## config.mk

```make
export PLATFORM = sky130hd
export DESIGN_NAME = pid_controller_step_unit
export DESIGN_NICKNAME = d
export VERILOG_FILES = /design/src/hw/rtl/pidc_pkg.sv /design/src/hw/rtl/pidc_datapath.sv /design/src/hw/rtl/pid_controller_step_unit.sv
export SDC_FILE = /design/constraint.sdc
export NUM_CORES = 2
export LEC_CHECK = 0
export BUFFER_PORTS_ARGS = -buffer_cell sky130_fd_sc_hd__buf_4
export CAP_MARGIN = 25
export CORE_MARGIN = 8
export CORE_UTILIZATION = 60
export CTS_BUF_LIST = sky130_fd_sc_hd__clkbuf_8
export DETAILED_ROUTE_END_ITERATION = 10
export PLACE_DENSITY_LB_ADDON = 0.08
export SLEW_MARGIN = 20
export SYNTH_ARGS = -nofsm -noshare
export SYNTH_HDL_FRONTEND = slang
export SYNTH_SLANG_ARGS = --single-unit
```

## constraint.sdc

```tcl
create_clock -name clk_i -period 26.3 [get_ports clk_i]
set_clock_uncertainty 0.05 [all_clocks]
set_input_delay 3.945 -clock clk_i [delete_from_list [all_inputs] [get_ports clk_i]]
set_output_delay 3.945 -clock clk_i [all_outputs]
set_load 0.1 [all_outputs]
```

## src/hw/rtl/pidc_pkg.sv

```systemverilog
// Package for the PID controller step unit: configuration register
// indexes, command codes, field widths, the configuration struct and the
// symmetric clamp. No dependencies.
package pidc_pkg;

  // Field widths
  localparam int unsigned GAIN_W  = 16;
  localparam int unsigned SAMP_W  = 16;
  localparam int unsigned ERR_W   = 17;
  localparam int unsigned DIFF_W  = 18;
  localparam int unsigned ACC_W   = 32;
  localparam int unsigned LIM_W   = 31;
  localparam int unsigned ELIM_W  = 17;
  localparam int unsigned SUM_W   = 34;
  localparam int unsigned MODE_W  = 2;
  localparam int unsigned CIDX_W  = 3;
  localparam int unsigned CDATA_W = 31;

  // Configuration register indexes
  localparam logic [CIDX_W-1:0] REG_PROP_GAIN  = 3'd0;
  localparam logic [CIDX_W-1:0] REG_INTEG_GAIN = 3'd1;
  localparam logic [CIDX_W-1:0] REG_DERIV_GAIN = 3'd2;
  localparam logic [CIDX_W-1:0] REG_ERR_CLAMP  = 3'd3;
  localparam logic [CIDX_W-1:0] REG_INTEG_CLAMP = 3'd4;
  localparam logic [CIDX_W-1:0] REG_OUT_CLAMP  = 3'd5;
  localparam logic [CIDX_W-1:0] REG_SEP_THRESH = 3'd6;
  localparam logic [CIDX_W-1:0] REG_MODE_BITS  = 3'd7;

  // Command codes
  localparam logic CMD_RUN   = 1'b0;
  localparam logic CMD_CLEAR = 1'b1;

  // Bit positions within mode_bits
  localparam int unsigned MODE_ERR_CLAMP = 0;
  localparam int unsigned MODE_SEPARATE  = 1;

  // Reset values of the limits
  localparam logic [ELIM_W-1:0] ELIM_RESET = 17'h10000;
  localparam logic [LIM_W-1:0]  LIM_RESET  = 31'h7FFF_FFFF;

  // Configuration registers as seen by the datapath
  typedef struct packed {
    logic [GAIN_W-1:0] prop_gain;
    logic [GAIN_W-1:0] integ_gain;
    logic [GAIN_W-1:0] deriv_gain;
    logic [ELIM_W-1:0] error_clamp;
    logic [LIM_W-1:0]  integ_clamp;
    logic [LIM_W-1:0]  out_clamp;
    logic [ELIM_W-1:0] sep_thresh;
    logic [MODE_W-1:0] mode_bits;
  } pidc_cfg_t;

  // Clamp x to the range -lim .. lim. A limit of zero forces zero.
  function automatic logic signed [SUM_W-1:0] clamp_sym(
    input logic signed [SUM_W-1:0] x,
    input logic [LIM_W-1:0] lim
  );
    logic signed [SUM_W-1:0] l;
    logic signed [SUM_W-1:0] r;
    l = $signed({3'b000, lim});
    r = x;
    if (r >= l) r = l;
    if (r <= -l) r = -l;
    return r;
  endfunction

endpackage

```

## src/hw/rtl/pidc_datapath.sv

```systemverilog
// Combinational arithmetic of one PID run step: error, derivative,
// clamping, integral update and output sum. Depends on pidc_pkg.
module pidc_datapath (
  input  pidc_pkg::pidc_cfg_t       cfg_i,
  input  logic [15:0]               setpoint_i,
  input  logic [15:0]               measured_i,
  input  logic [16:0]               prev_err_i,
  input  logic [31:0]               integ_acc_i,
  output logic [16:0]               err_o,
  output logic [31:0]               integ_acc_o,
  output logic [31:0]               drive_o
);
  import pidc_pkg::*;

  logic signed [ERR_W-1:0]  err_raw;
  logic signed [ERR_W-1:0]  err_c;
  logic signed [SUM_W-1:0]  err_clamped_wide;
  logic [ERR_W-1:0]         err_mag;
  logic signed [DIFF_W-1:0] diff;
  logic signed [32:0]       prod_p;
  logic signed [32:0]       prod_i;
  logic signed [33:0]       prod_d;
  logic signed [24:0]       term_p;
  logic signed [24:0]       term_i;
  logic signed [25:0]       term_d;
  logic                     integrate;
  logic signed [SUM_W-1:0]  acc_sum;
  logic signed [SUM_W-1:0]  acc_clamped;
  logic signed [SUM_W-1:0]  drive_sum;
  logic signed [SUM_W-1:0]  drive_clamped;

  // Raw error and derivative, both before error clamping
  assign err_raw = $signed({setpoint_i[15], setpoint_i}) - $signed({measured_i[15], measured_i});
  assign diff    = $signed({err_raw[ERR_W-1], err_raw}) - $signed({prev_err_i[16], prev_err_i});

  // Optional symmetric error clamp; the result never grows in magnitude
  assign err_clamped_wide = clamp_sym($signed({{(SUM_W-ERR_W){err_raw[ERR_W-1]}}, err_raw}),
                                      {{(LIM_W-ELIM_W){1'b0}}, cfg_i.error_clamp});
  assign err_c = cfg_i.mode_bits[MODE_ERR_CLAMP] ? err_clamped_wide[ERR_W-1:0] : err_raw;

  // Integral separation test on the clamped error
  assign err_mag   = err_c[ERR_W-1] ? ERR_W'(-err_c) : ERR_W'(err_c);
  assign integrate = !cfg_i.mode_bits[MODE_SEPARATE] || (err_mag <= cfg_i.sep_thresh);

  // Gain products; dropping the low eight bits is a floor division by 256
  assign prod_p = $signed({{17{cfg_i.prop_gain[15]}}, cfg_i.prop_gain})
                * $signed({{16{err_c[ERR_W-1]}}, err_c});
  assign prod_i = $signed({{17{cfg_i.integ_gain[15]}}, cfg_i.integ_gain})
                * $signed({{16{err_c[ERR_W-1]}}, err_c});
  assign prod_d = $signed({{18{cfg_i.deriv_gain[15]}}, cfg_i.deriv_gain})
                * $signed({{16{diff[DIFF_W-1]}}, diff});
  assign term_p = prod_p[32:8];
  assign term_i = prod_i[32:8];
  assign term_d = prod_d[33:8];

  // Integral update, clamped on every run step
  always_comb begin
    acc_sum = $signed({{2{integ_acc_i[31]}}, integ_acc_i});
    if (integrate) begin
      acc_sum = acc_sum + $signed({{9{term_i[24]}}, term_i});
    end
  end
  assign acc_clamped = clamp_sym(acc_sum, cfg_i.integ_clamp);

  // Output sum and clamp
  assign drive_sum = $signed({{9{term_p[24]}}, term_p})
                   + $signed({{2{acc_clamped[31]}}, acc_clamped[31:0]})
                   + $signed({{8{term_d[25]}}, term_d});
  assign drive_clamped = clamp_sym(drive_sum, cfg_i.out_clamp);

  assign err_o       = err_c;
  assign integ_acc_o = acc_clamped[31:0];
  assign drive_o     = drive_clamped[31:0];

endmodule

```

## src/hw/rtl/pid_controller_step_unit.sv

```systemverilog
// Top level of the PID controller step unit: configuration registers,
// input and result registers, controller state. Depends on pidc_pkg and
// pidc_datapath.
//
// Usage:
//   The input channel (in_valid_i / in_stall_o) carries one beat per control
//   item: cmd_i, setpoint_i and measured_i. The result channel
//   (out_valid_o / out_stall_i) returns exactly one beat per item in drive_o.
//   A run command performs one PID step; a clear command zeroes the
//   integral and returns the last drive.
//   From input beat to result beat, the item first sits in the input
//   register, then the whole step is computed in one pass and lands in
//   the result register together with the state update.
//   Throughput is one item per cycle while out_stall_i is low; feedback
//   through the integral and error history closes in one combinational pass.
//   When the receiver stalls, the result register holds its beat, the input
//   register fills and then in_stall_o rises; nothing is dropped.
//   Reset clears both valid flags, the integral, the last drive and the
//   error history, and loads the configuration reset values.
//   Configuration registers are written via cfg_we_i/cfg_idx_i/cfg_wdata_i; the
//   user must write them only while no item is in flight; the block does not enforce it.
module pid_controller_step_unit #(
  parameter int unsigned DERIV_GAP = 1
) (
  input  logic        clk_i,
  input  logic        rst_ni,
  input  logic        cfg_we_i,
  input  logic [2:0]  cfg_idx_i,
  input  logic [30:0] cfg_wdata_i,
  input  logic        in_valid_i,
  output logic        in_stall_o,
  input  logic        cmd_i,
  input  logic [15:0] setpoint_i,
  input  logic [15:0] measured_i,
  output logic        out_valid_o,
  input  logic        out_stall_i,
  output logic [31:0] drive_o
);
  import pidc_pkg::*;

  pidc_cfg_t        cfg_q;

  logic             in_valid_q;
  logic             in_cmd_q;
  logic [15:0]      in_setpoint_q;
  logic [15:0]      in_measured_q;

  logic             out_valid_q;
  logic [31:0]      drive_q;

  logic [31:0]      integ_acc_q;
  logic [31:0]      last_drive_q;
  logic [ERR_W-1:0] err_line_q [DERIV_GAP];

  logic             res_ready;
  logic             in_ready;
  logic             step_fire;
  logic [ERR_W-1:0] err_new;
  logic [31:0]      integ_acc_new;
  logic [31:0]      drive_new;

  // Handshake: the result register frees when its beat is taken
  assign res_ready  = !out_valid_q || !out_stall_i;
  assign in_ready   = !in_valid_q || res_ready;
  assign step_fire  = in_valid_q && res_ready;
  assign in_stall_o = !in_ready;

  // Configuration registers
  always_ff @(posedge clk_i or negedge rst_ni) begin
    if (!rst_ni) begin
      cfg_q.prop_gain   <= '0;
      cfg_q.integ_gain  <= '0;
      cfg_q.deriv_gain  <= '0;
      cfg_q.error_clamp <= ELIM_RESET;
      cfg_q.integ_clamp <= LIM_RESET;
      cfg_q.out_clamp   <= LIM_RESET;
      cfg_q.sep_thresh  <= ELIM_RESET;
      cfg_q.mode_bits   <= '0;
    end else if (cfg_we_i) begin
      unique case (cfg_idx_i)
        REG_PROP_GAIN:   cfg_q.prop_gain   <= cfg_wdata_i[GAIN_W-1:0];
        REG_INTEG_GAIN:  cfg_q.integ_gain  <= cfg_wdata_i[GAIN_W-1:0];
        REG_DERIV_GAIN:  cfg_q.deriv_gain  <= cfg_wdata_i[GAIN_W-1:0];
        REG_ERR_CLAMP:   cfg_q.error_clamp <= cfg_wdata_i[ELIM_W-1:0];
        REG_INTEG_CLAMP: cfg_q.integ_clamp <= cfg_wdata_i[LIM_W-1:0];
        REG_OUT_CLAMP:   cfg_q.out_clamp   <= cfg_wdata_i[LIM_W-1:0];
        REG_SEP_THRESH:  cfg_q.sep_thresh  <= cfg_wdata_i[ELIM_W-1:0];
        REG_MODE_BITS:   cfg_q.mode_bits   <= cfg_wdata_i[MODE_W-1:0];
        default: ;
      endcase
    end
  end

  // Input register
  always_ff @(posedge clk_i or negedge rst_ni) begin
    if (!rst_ni) begin
      in_valid_q <= 1'b0;
    end else if (in_ready) begin
      in_valid_q <= in_valid_i;
    end
  end

  always_ff @(posedge clk_i) begin
    if (in_ready && in_valid_i) begin
      in_cmd_q      <= cmd_i;
      in_setpoint_q <= setpoint_i;
      in_measured_q <= measured_i;
    end
  end

  // One-pass step arithmetic
  pidc_datapath u_datapath (
    .cfg_i       (cfg_q),
    .setpoint_i  (in_setpoint_q),
    .measured_i  (in_measured_q),
    .prev_err_i  (err_line_q[DERIV_GAP-1]),
    .integ_acc_i (integ_acc_q),
    .err_o       (err_new),
    .integ_acc_o (integ_acc_new),
    .drive_o     (drive_new)
  );

  // Controller state, updated as an item moves into the result register
  always_ff @(posedge clk_i or negedge rst_ni) begin
    if (!rst_ni) begin
      integ_acc_q  <= '0;
      last_drive_q <= '0;
      for (int i = 0; i < DERIV_GAP; i++) begin
        err_line_q[i] <= '0;
      end
    end else if (step_fire) begin
      if (in_cmd_q == CMD_CLEAR) begin
        integ_acc_q <= '0;
      end else begin
        integ_acc_q   <= integ_acc_new;
        last_drive_q  <= drive_new;
        err_line_q[0] <= err_new;
        for (int i = 1; i < DERIV_GAP; i++) begin
          err_line_q[i] <= err_line_q[i-1];
        end
      end
    end
  end

  // Result register
  always_ff @(posedge clk_i or negedge rst_ni) begin
    if (!rst_ni) begin
      out_valid_q <= 1'b0;
    end else if (res_ready) begin
      out_valid_q <= in_valid_q;
    end
  end

  always_ff @(posedge clk_i) begin
    if (step_fire) begin
      drive_q <= (in_cmd_q == CMD_CLEAR) ? last_drive_q : drive_new;
    end
  end

  assign out_valid_o = out_valid_q;
  assign drive_o     = drive_q;

  // A clear beat leaves the integral at zero
  assert property (@(posedge clk_i) disable iff (!rst_ni)
    step_fire && (in_cmd_q == CMD_CLEAR) |=> integ_acc_q == '0)
    else $error("integral not cleared by clear beat");

  // A run beat delivers the same value it records as the last drive
  assert property (@(posedge clk_i) disable iff (!rst_ni)
    step_fire && (in_cmd_q == CMD_RUN) |=> out_valid_q && (drive_q == last_drive_q))
    else $error("result beat and last drive disagree");

  // An item held in the input register while the result side is blocked keeps its payload
  assert property (@(posedge clk_i) disable iff (!rst_ni)
    in_valid_q && !res_ready |=> in_valid_q && $stable(in_setpoint_q)
                                 && $stable(in_measured_q) && $stable(in_cmd_q))
    else $error("input register lost a stalled beat");

  // The state only moves when an item passes into the result register
  assert property (@(posedge clk_i) disable iff (!rst_ni)
    !step_fire |=> $stable(integ_acc_q) && $stable(last_drive_q))
    else $error("controller state changed without a beat");

endmodule
```

After elaboration in Yosys (flattened, before gate mapping) --
Index checks and enable logic that the tools add are counted.
Storage, ports and cells: register bits 294, bits of input ports 72, output and inout bits 34, word-level logic and storage cells 75
Cells by class: $add $sub $neg 9, multipliers 3, $lt $le $gt $ge 7, eq/ne operators 7, mux-type cells 11, bitwise logic cells 1, reduce and logical (&&, ||, !) cells 20
Operators with widths (count):
- 34-bit 2-to-1 mux | 4
- 32-bit 2-to-1 mux | 4
- 34-bit <= comparator | 3
- 34-bit by 32-bit >= comparator with 1-bit output | 2
- 31-bit negation with 34-bit output | 2
- 16-bit by 17-bit multiplier with 33-bit output | 2
- 17-bit 2-to-1 mux | 3
- 33-bit by 26-bit adder with 34-bit output | 1
- 16-bit by 18-bit multiplier with 34-bit output | 1
- 17-bit negation with 34-bit output | 1
- 25-bit by 32-bit adder with 33-bit output | 1
- 32-bit by 25-bit adder with 33-bit output | 1
- 17-bit by 18-bit >= comparator with 1-bit output | 1
- 2-bit AND reduction | 9
- 17-bit by 17-bit subtractor with 18-bit output | 1
- 17-bit <= comparator | 1
- 17-bit negation | 1
- 16-bit by 16-bit subtractor with 17-bit output | 1
- 3-bit == test, second input constant | 4
- 3-bit by 2-bit == test with 1-bit output, second input constant | 2
- 1-bit logical NOT | 5
- 3-bit by 1-bit == test with 1-bit output, second input constant | 1
- 3-bit logical NOT | 1
- 1-bit logical OR | 3
- 2 further kinds | 3

Depth between registers and ports, before layout --
depth after elaboration 22, depth in mapped cells 141, depth with buffers taken out 130

Modules after synthesis --
A second synthesis with hierarchy kept.
Second synthesis, totals: cells, all modules 6153, area, all modules 56345.3 um^2
Modules (own cells, without submodules):
- pidc_datapath | times used 1, cells each 5486, area each 45200.9 um^2, seq. area each 0.0 um^2
- pid_controller_step_unit | times used 1, cells each 667, area each 11144.4 um^2, seq. area each 7762.4 um^2

Worst setup path after synthesis --
No wires, ideal clock.
path type register to register, start reg in_setpoint_q[1], end reg drive_q[13], in the netlist drive_o[13] (data pin), library setup time 0.260 ns, data arrival time 26.914 ns, required time 25.990 ns, slack -0.923 ns, cell stages (with the launch flop) 129, buffers on the path 12, clock period less this slack 27.223 ns, cells stage by stage edfxtp_1 > ha_1 > nor2b_1 > o21ai_0 > a21boi_0 > o21ai_1 > a21oi_1 > o21ai_0 > a21oi_1 > or4_1 > a31oi_1 > xnor2_1 > ha_1 > a2111oi_0 > o21ai_0 > o21ai_0 > o21ai_1 > nand2_1 > (+93 left out) > nand2_1 > clkbuf_1 > mux2_2 > ha_1 > a21o_1 > a21o_1 > a211oi_1 > o21ai_0 > a221o_1 > a221oi_1 > o41ai_1 > and3_1 > clkbuf_1 > nand3_1 > clkbuf_1 > a21oi_1 > a211o_1 > mux2_2
Between the ends: word-level cells in the longest chain between the ends 22, elaborated cells on any way between the ends 27, those cells by class 6 x add/sub; 3 x mul; 7 x order compare; 10 x mux; 1 x reduce/logical
Ends and longest elaborated chain:
- start, declared | line pid_controller_step_unit.sv:45 | logic [15:0] in_setpoint_q;
- start signal, assigned | line pid_controller_step_unit.sv:106 | in_setpoint_q <= setpoint_i;
- 16-bit by 16-bit subtractor with 17-bit output * | line pidc_datapath.sv:33 | assign err_raw = $signed({setpoint_i[15], setpoint_i}) - $signed({measured_i[15], measured_i});
- branches (longest 15 deep; another with 34-bit <= comparator)
- 33-bit by 26-bit adder with 34-bit output * | line pidc_datapath.sv:68 | + $signed({{8{term_d[25]}}, term_d});
- 34-bit by 32-bit >= comparator with 1-bit output | line pidc_pkg.sv:62 | if (r >= l) r = l;
- 34-bit 2-to-1 mux * | line pidc_pkg.sv:62
- 34-bit <= comparator | line pidc_pkg.sv:63 | if (r <= -l) r = -l;
- 32-bit 2-to-1 mux * | line pidc_pkg.sv:63
- 32-bit 2-to-1 mux *
- end signal, assigned | line pid_controller_step_unit.sv:156 | drive_q <= (in_cmd_q == CMD_CLEAR) ? last_drive_q : drive_new;
- end, declared | line pid_controller_step_unit.sv:49 | logic [31:0] drive_q;
Every way passes the cells marked *. A chain may end at the register's enable or synchronous reset.

Worst setup path in the final report --
start reg in_measured_q[1], end reg drive_q[5], in the netlist drive_o[5] (data pin)
Between the ends: word-level cells in the longest chain between the ends 22, elaborated cells on any way between the ends 27, those cells by class 6 x add/sub; 3 x mul; 7 x order compare; 10 x mux; 1 x reduce/logical
Ends and longest elaborated chain:
- start, declared | line pid_controller_step_unit.sv:46 | logic [15:0] in_measured_q;
- start signal, assigned | line pid_controller_step_unit.sv:107 | in_measured_q <= measured_i;
- 16-bit by 16-bit subtractor with 17-bit output * | line pidc_datapath.sv:33
- branches (longest 15 deep; another with 34-bit <= comparator)
- 33-bit by 26-bit adder with 34-bit output * | line pidc_datapath.sv:68
- 34-bit by 32-bit >= comparator with 1-bit output | line pidc_pkg.sv:62
- 34-bit 2-to-1 mux * | line pidc_pkg.sv:62
- 34-bit <= comparator | line pidc_pkg.sv:63
- 32-bit 2-to-1 mux * | line pidc_pkg.sv:63
- 32-bit 2-to-1 mux *
Marked as above.

==> run_results.csv <==
group,metric,value,unit
outcome,status,"completed",
worst_setup_path,timing.rr.start,"in_measured_q[1]",
synthesis,syn_area_per_cell,9.018,µm²
synthesis,synth-warning-count,0,
floorplanning,ios,106,
placement,io_buffer_count,105,
synthesis,synth.cell_area,56270,µm²
sta,slew-limit-headroom,0.2645,
final_layout,syn_to_final_growth,13.85,%
cts,postCtsHoldBufs,0,
worst_setup_path,crit_arrival,26.28,ns
floorplanning,start_util,0.6039,
worst_setup_path,r2r_cells,124,
synthesis,ys_top_cells_by_count,"inv_1, fa_1, nand2_1, ha_1, and2_1",
sta,fmax,0.03865,GHz
sta,finalSetupViolCount,0,
synthesis,synth_cell_types,90,
hold_path,holdPathStages,2,
synthesis,synth-edff-count,65,
grt,grt_pass1_wl,266900,µm
worst_setup_path,cpMostUsedCell,"ha_1",
detailed_routing,routed_wl,171400,µm
worst_setup_path,reg2reg_slack,0.43,ns
grt,grt_max_degree,137,
cts,tritoncts,"done",
placement,gp_congestion,0.9657,
floorplanning,die_h,322.3,µm
floorplanning,std_cell_rows,112,
worst_setup_path,cp_top_family,"compound AO/OA/AOI/OAI gates",
worst_setup_path,path_class,"reg2reg",
placement,place_ws,-0.7553,ns
cts,cts_root_buf,"clkbuf_8",
synthesis,synth_top_area_share,0.3113,
worst_setup_path,cp.required,26.71,ns
worst_setup_path,slowest_stage,"fa_1",
cts,clkTransAtPathRegs,0.06,ns
synthesis,syn_nets,7730,
synthesis,yosysSeqAreaShare,0.1379,
cts,clock-sinks,294,
synthesis,synth-main-ff-cell,"dfrtp_1",
grt,grt_pass1_vias,46960,
worst_setup_path,startpoint,"in_measured_q[1]",
synthesis,ys_top_cells_by_area,"fa_1, ha_1, dfrtp_1",
worst_setup_path,regToRegEndpoint,"drive_o[5]",
sta,hold_viol,0,
run,max_cap_violations,0,
worst_setup_path,cpPeakStageDelay,0.55,ns
hold_path,whs_endpoint,"last_drive_q[31]",
synthesis,ys_ff_latch,294,
detailed_routing,viasPerCell,5.864,
cts,clk_latency,0.72,ns
synthesis,yosysMostFrequentCell,"inv_1",
grt,grt_overflow,0,
detailed_routing,wl_per_cell,21.64,µm
hold_path,hp-class,"reg2reg",
sta,grt_setup_unrepaired,"yes",
detailed_routing,ant_nets,0,
synthesis,synthMuxAreaShare,0.03849,
detailed_routing,drc,0,
detailed_routing,drtIter0Drc,3607,
final_layout,layout-drive-gt1-share,0.1757,
worst_setup_path,crit_fanout,19,
synthesis,async_flop_share,0.7789,
sta,worst_pin_slew,1.103,ns
synthesis,synthAdderAreaFrac,0.4320,
synthesis,synth-compound-area-share,0.1070,
floorplanning,fp.dieW,322.3,µm
cts,clk_path_buf_depth,3,
floorplanning,fp.coreArea,93190,µm²
synthesis,yosys.area_share.simple,0.1564,
detailed_routing,vias,46440,
synthesis,yosys.area.top_type,"fa_1",
cts,ctsHtreeMaxLevel,2,
floorplanning,dieArea,103800,µm²
cts,numCtsBuffers,56,
sta,timing.hold.ws,0.4316,ns
synthesis,synth_cells,6240,
worst_setup_path,crit_buf_inv,20,
final_layout,fin_nets,8106,
worst_setup_path,cp-end-kind,"flip-flop",
synthesis,synthXorXnorAreaFrac,0.03735,
synthesis,synth_top_family_by_area,"adder cells",
grt,grt_antenna_before_repair,10,
detailed_routing,firstDrtPassIters,6,
sta,slew_violations,0,
sta,layout_min_cycle_time,25.87,ns
grt,grt_use_total,0.3286,
hold_path,min_from,"last_drive_q[31]",
placement,dp_hpwl,134900,µm
worst_setup_path,start_kind,"flip-flop",
sta,post-route-period-util,0.9837,
sta,setup_slack,0.4282,ns
## metrics by stage
| stage | utilization | std cells | setup TNS [ns] | instance area (µm²) |
|---|---|---|---|---|
| 2_1_floorplan | - | 6240 | 0 | 56310 |
| 3_3_place_gp | 0.6538 | 7739 | -0.02673 | 60920 |
| 3_5_place_dp | 0.6538 | 7739 | -32.59 | 60920 |
| 4_1_cts | 0.6689 | 7856 | 0 | 62330 |
| 5_1_grt | 0.6874 | 7918 | -35.57 | 64060 |
| 6_report | 0.6875 | 7920 | 0 | 64070 |
## worst reg2reg max path: cells and delay by family, from the launching register on
kind	cells	cell delay, ns
muxes	4	1.11
DFF	1	0.37
AOI/OAI and AO/OA	58	11.15
buffers and inverters	20	2.62
xor gates and xnor gates	3	0.53
adders and majority gates	17	6.36
and+or+nand+nor	22	3.41
## how the worst max path moves through the flow
stage / to / slack [ns] / depth (start not counted)
after CTS: drive_o[10] / 0.01 / 129
after detailed placement: drive_o[10] / -0.76 / 122
after global routing: drive_o[2] / -0.74 / 128
final: drive_o[5] / 0.43 / 124
after global placement: drive_o[3] / -0.01 / 124
after floorplan: drive_o[13] / 0.02 / 131
## final cells by class
class                           count  area [µm²]
Multi-Input combinational cell   4587       44760
Fill cell                        7617       29120
Clock buffer                       62       853.3
Sequential cell                   294        7762
Timing Repair Buffer              581        4683
Tap cell                         1254        1569
Clock inverter                     40       312.8
Inverter                         1096        4114
Antenna cell                        6       15.01
## layer usage
layer	GRT usage	routed length [µm]
met5	0	60
met1	0.4550	71490
met2	0.5080	76890
met4	0.1187	7366
met3	0.07406	15580
## logic make-up after synthesis
logic type	after synthesis
AO/OA/AOI/OAI	929
XOR/XNOR	240
adder cells (fa/ha/maj)	1418
buffers and inverters	1360
flip-flops	294
multiplexers	194
AND/OR/NAND/NOR	1805
## what timing repair did
item,4_1_cts,5_1_grt
resized for setup,35,310
pin swaps,14,141
buffers inserted,15,54
setup endpoints to repair,64,64
gates cloned,0,6
## cell usage in the layout (no fill, tap or decap), types with 160 or more instances in the layout
master	instances
nor2_1	193
and2_1	291
inv_1	1102
fa_1	868
ha_1	523
buf_4	536
o21ai_0	207
dfrtp_1	165
mux2_2	160
nand2_1	739
xnor2_1	188
a21oi_1	176
## sequential cells by signal, summed over array words and instances, names as in the netlist
register / cells
in_measured_q: 16
last_drive_q: 32
out_valid_o: 1
in_cmd_q: 1
err_line_q: 17
drive_o: 32
cfg_q: 146
integ_acc_q: 32
in_setpoint_q: 16
in_valid_q: 1
Power is not shown: default switching activity piles up to over one toggle a cycle in this logic, so the estimate is an artifact.
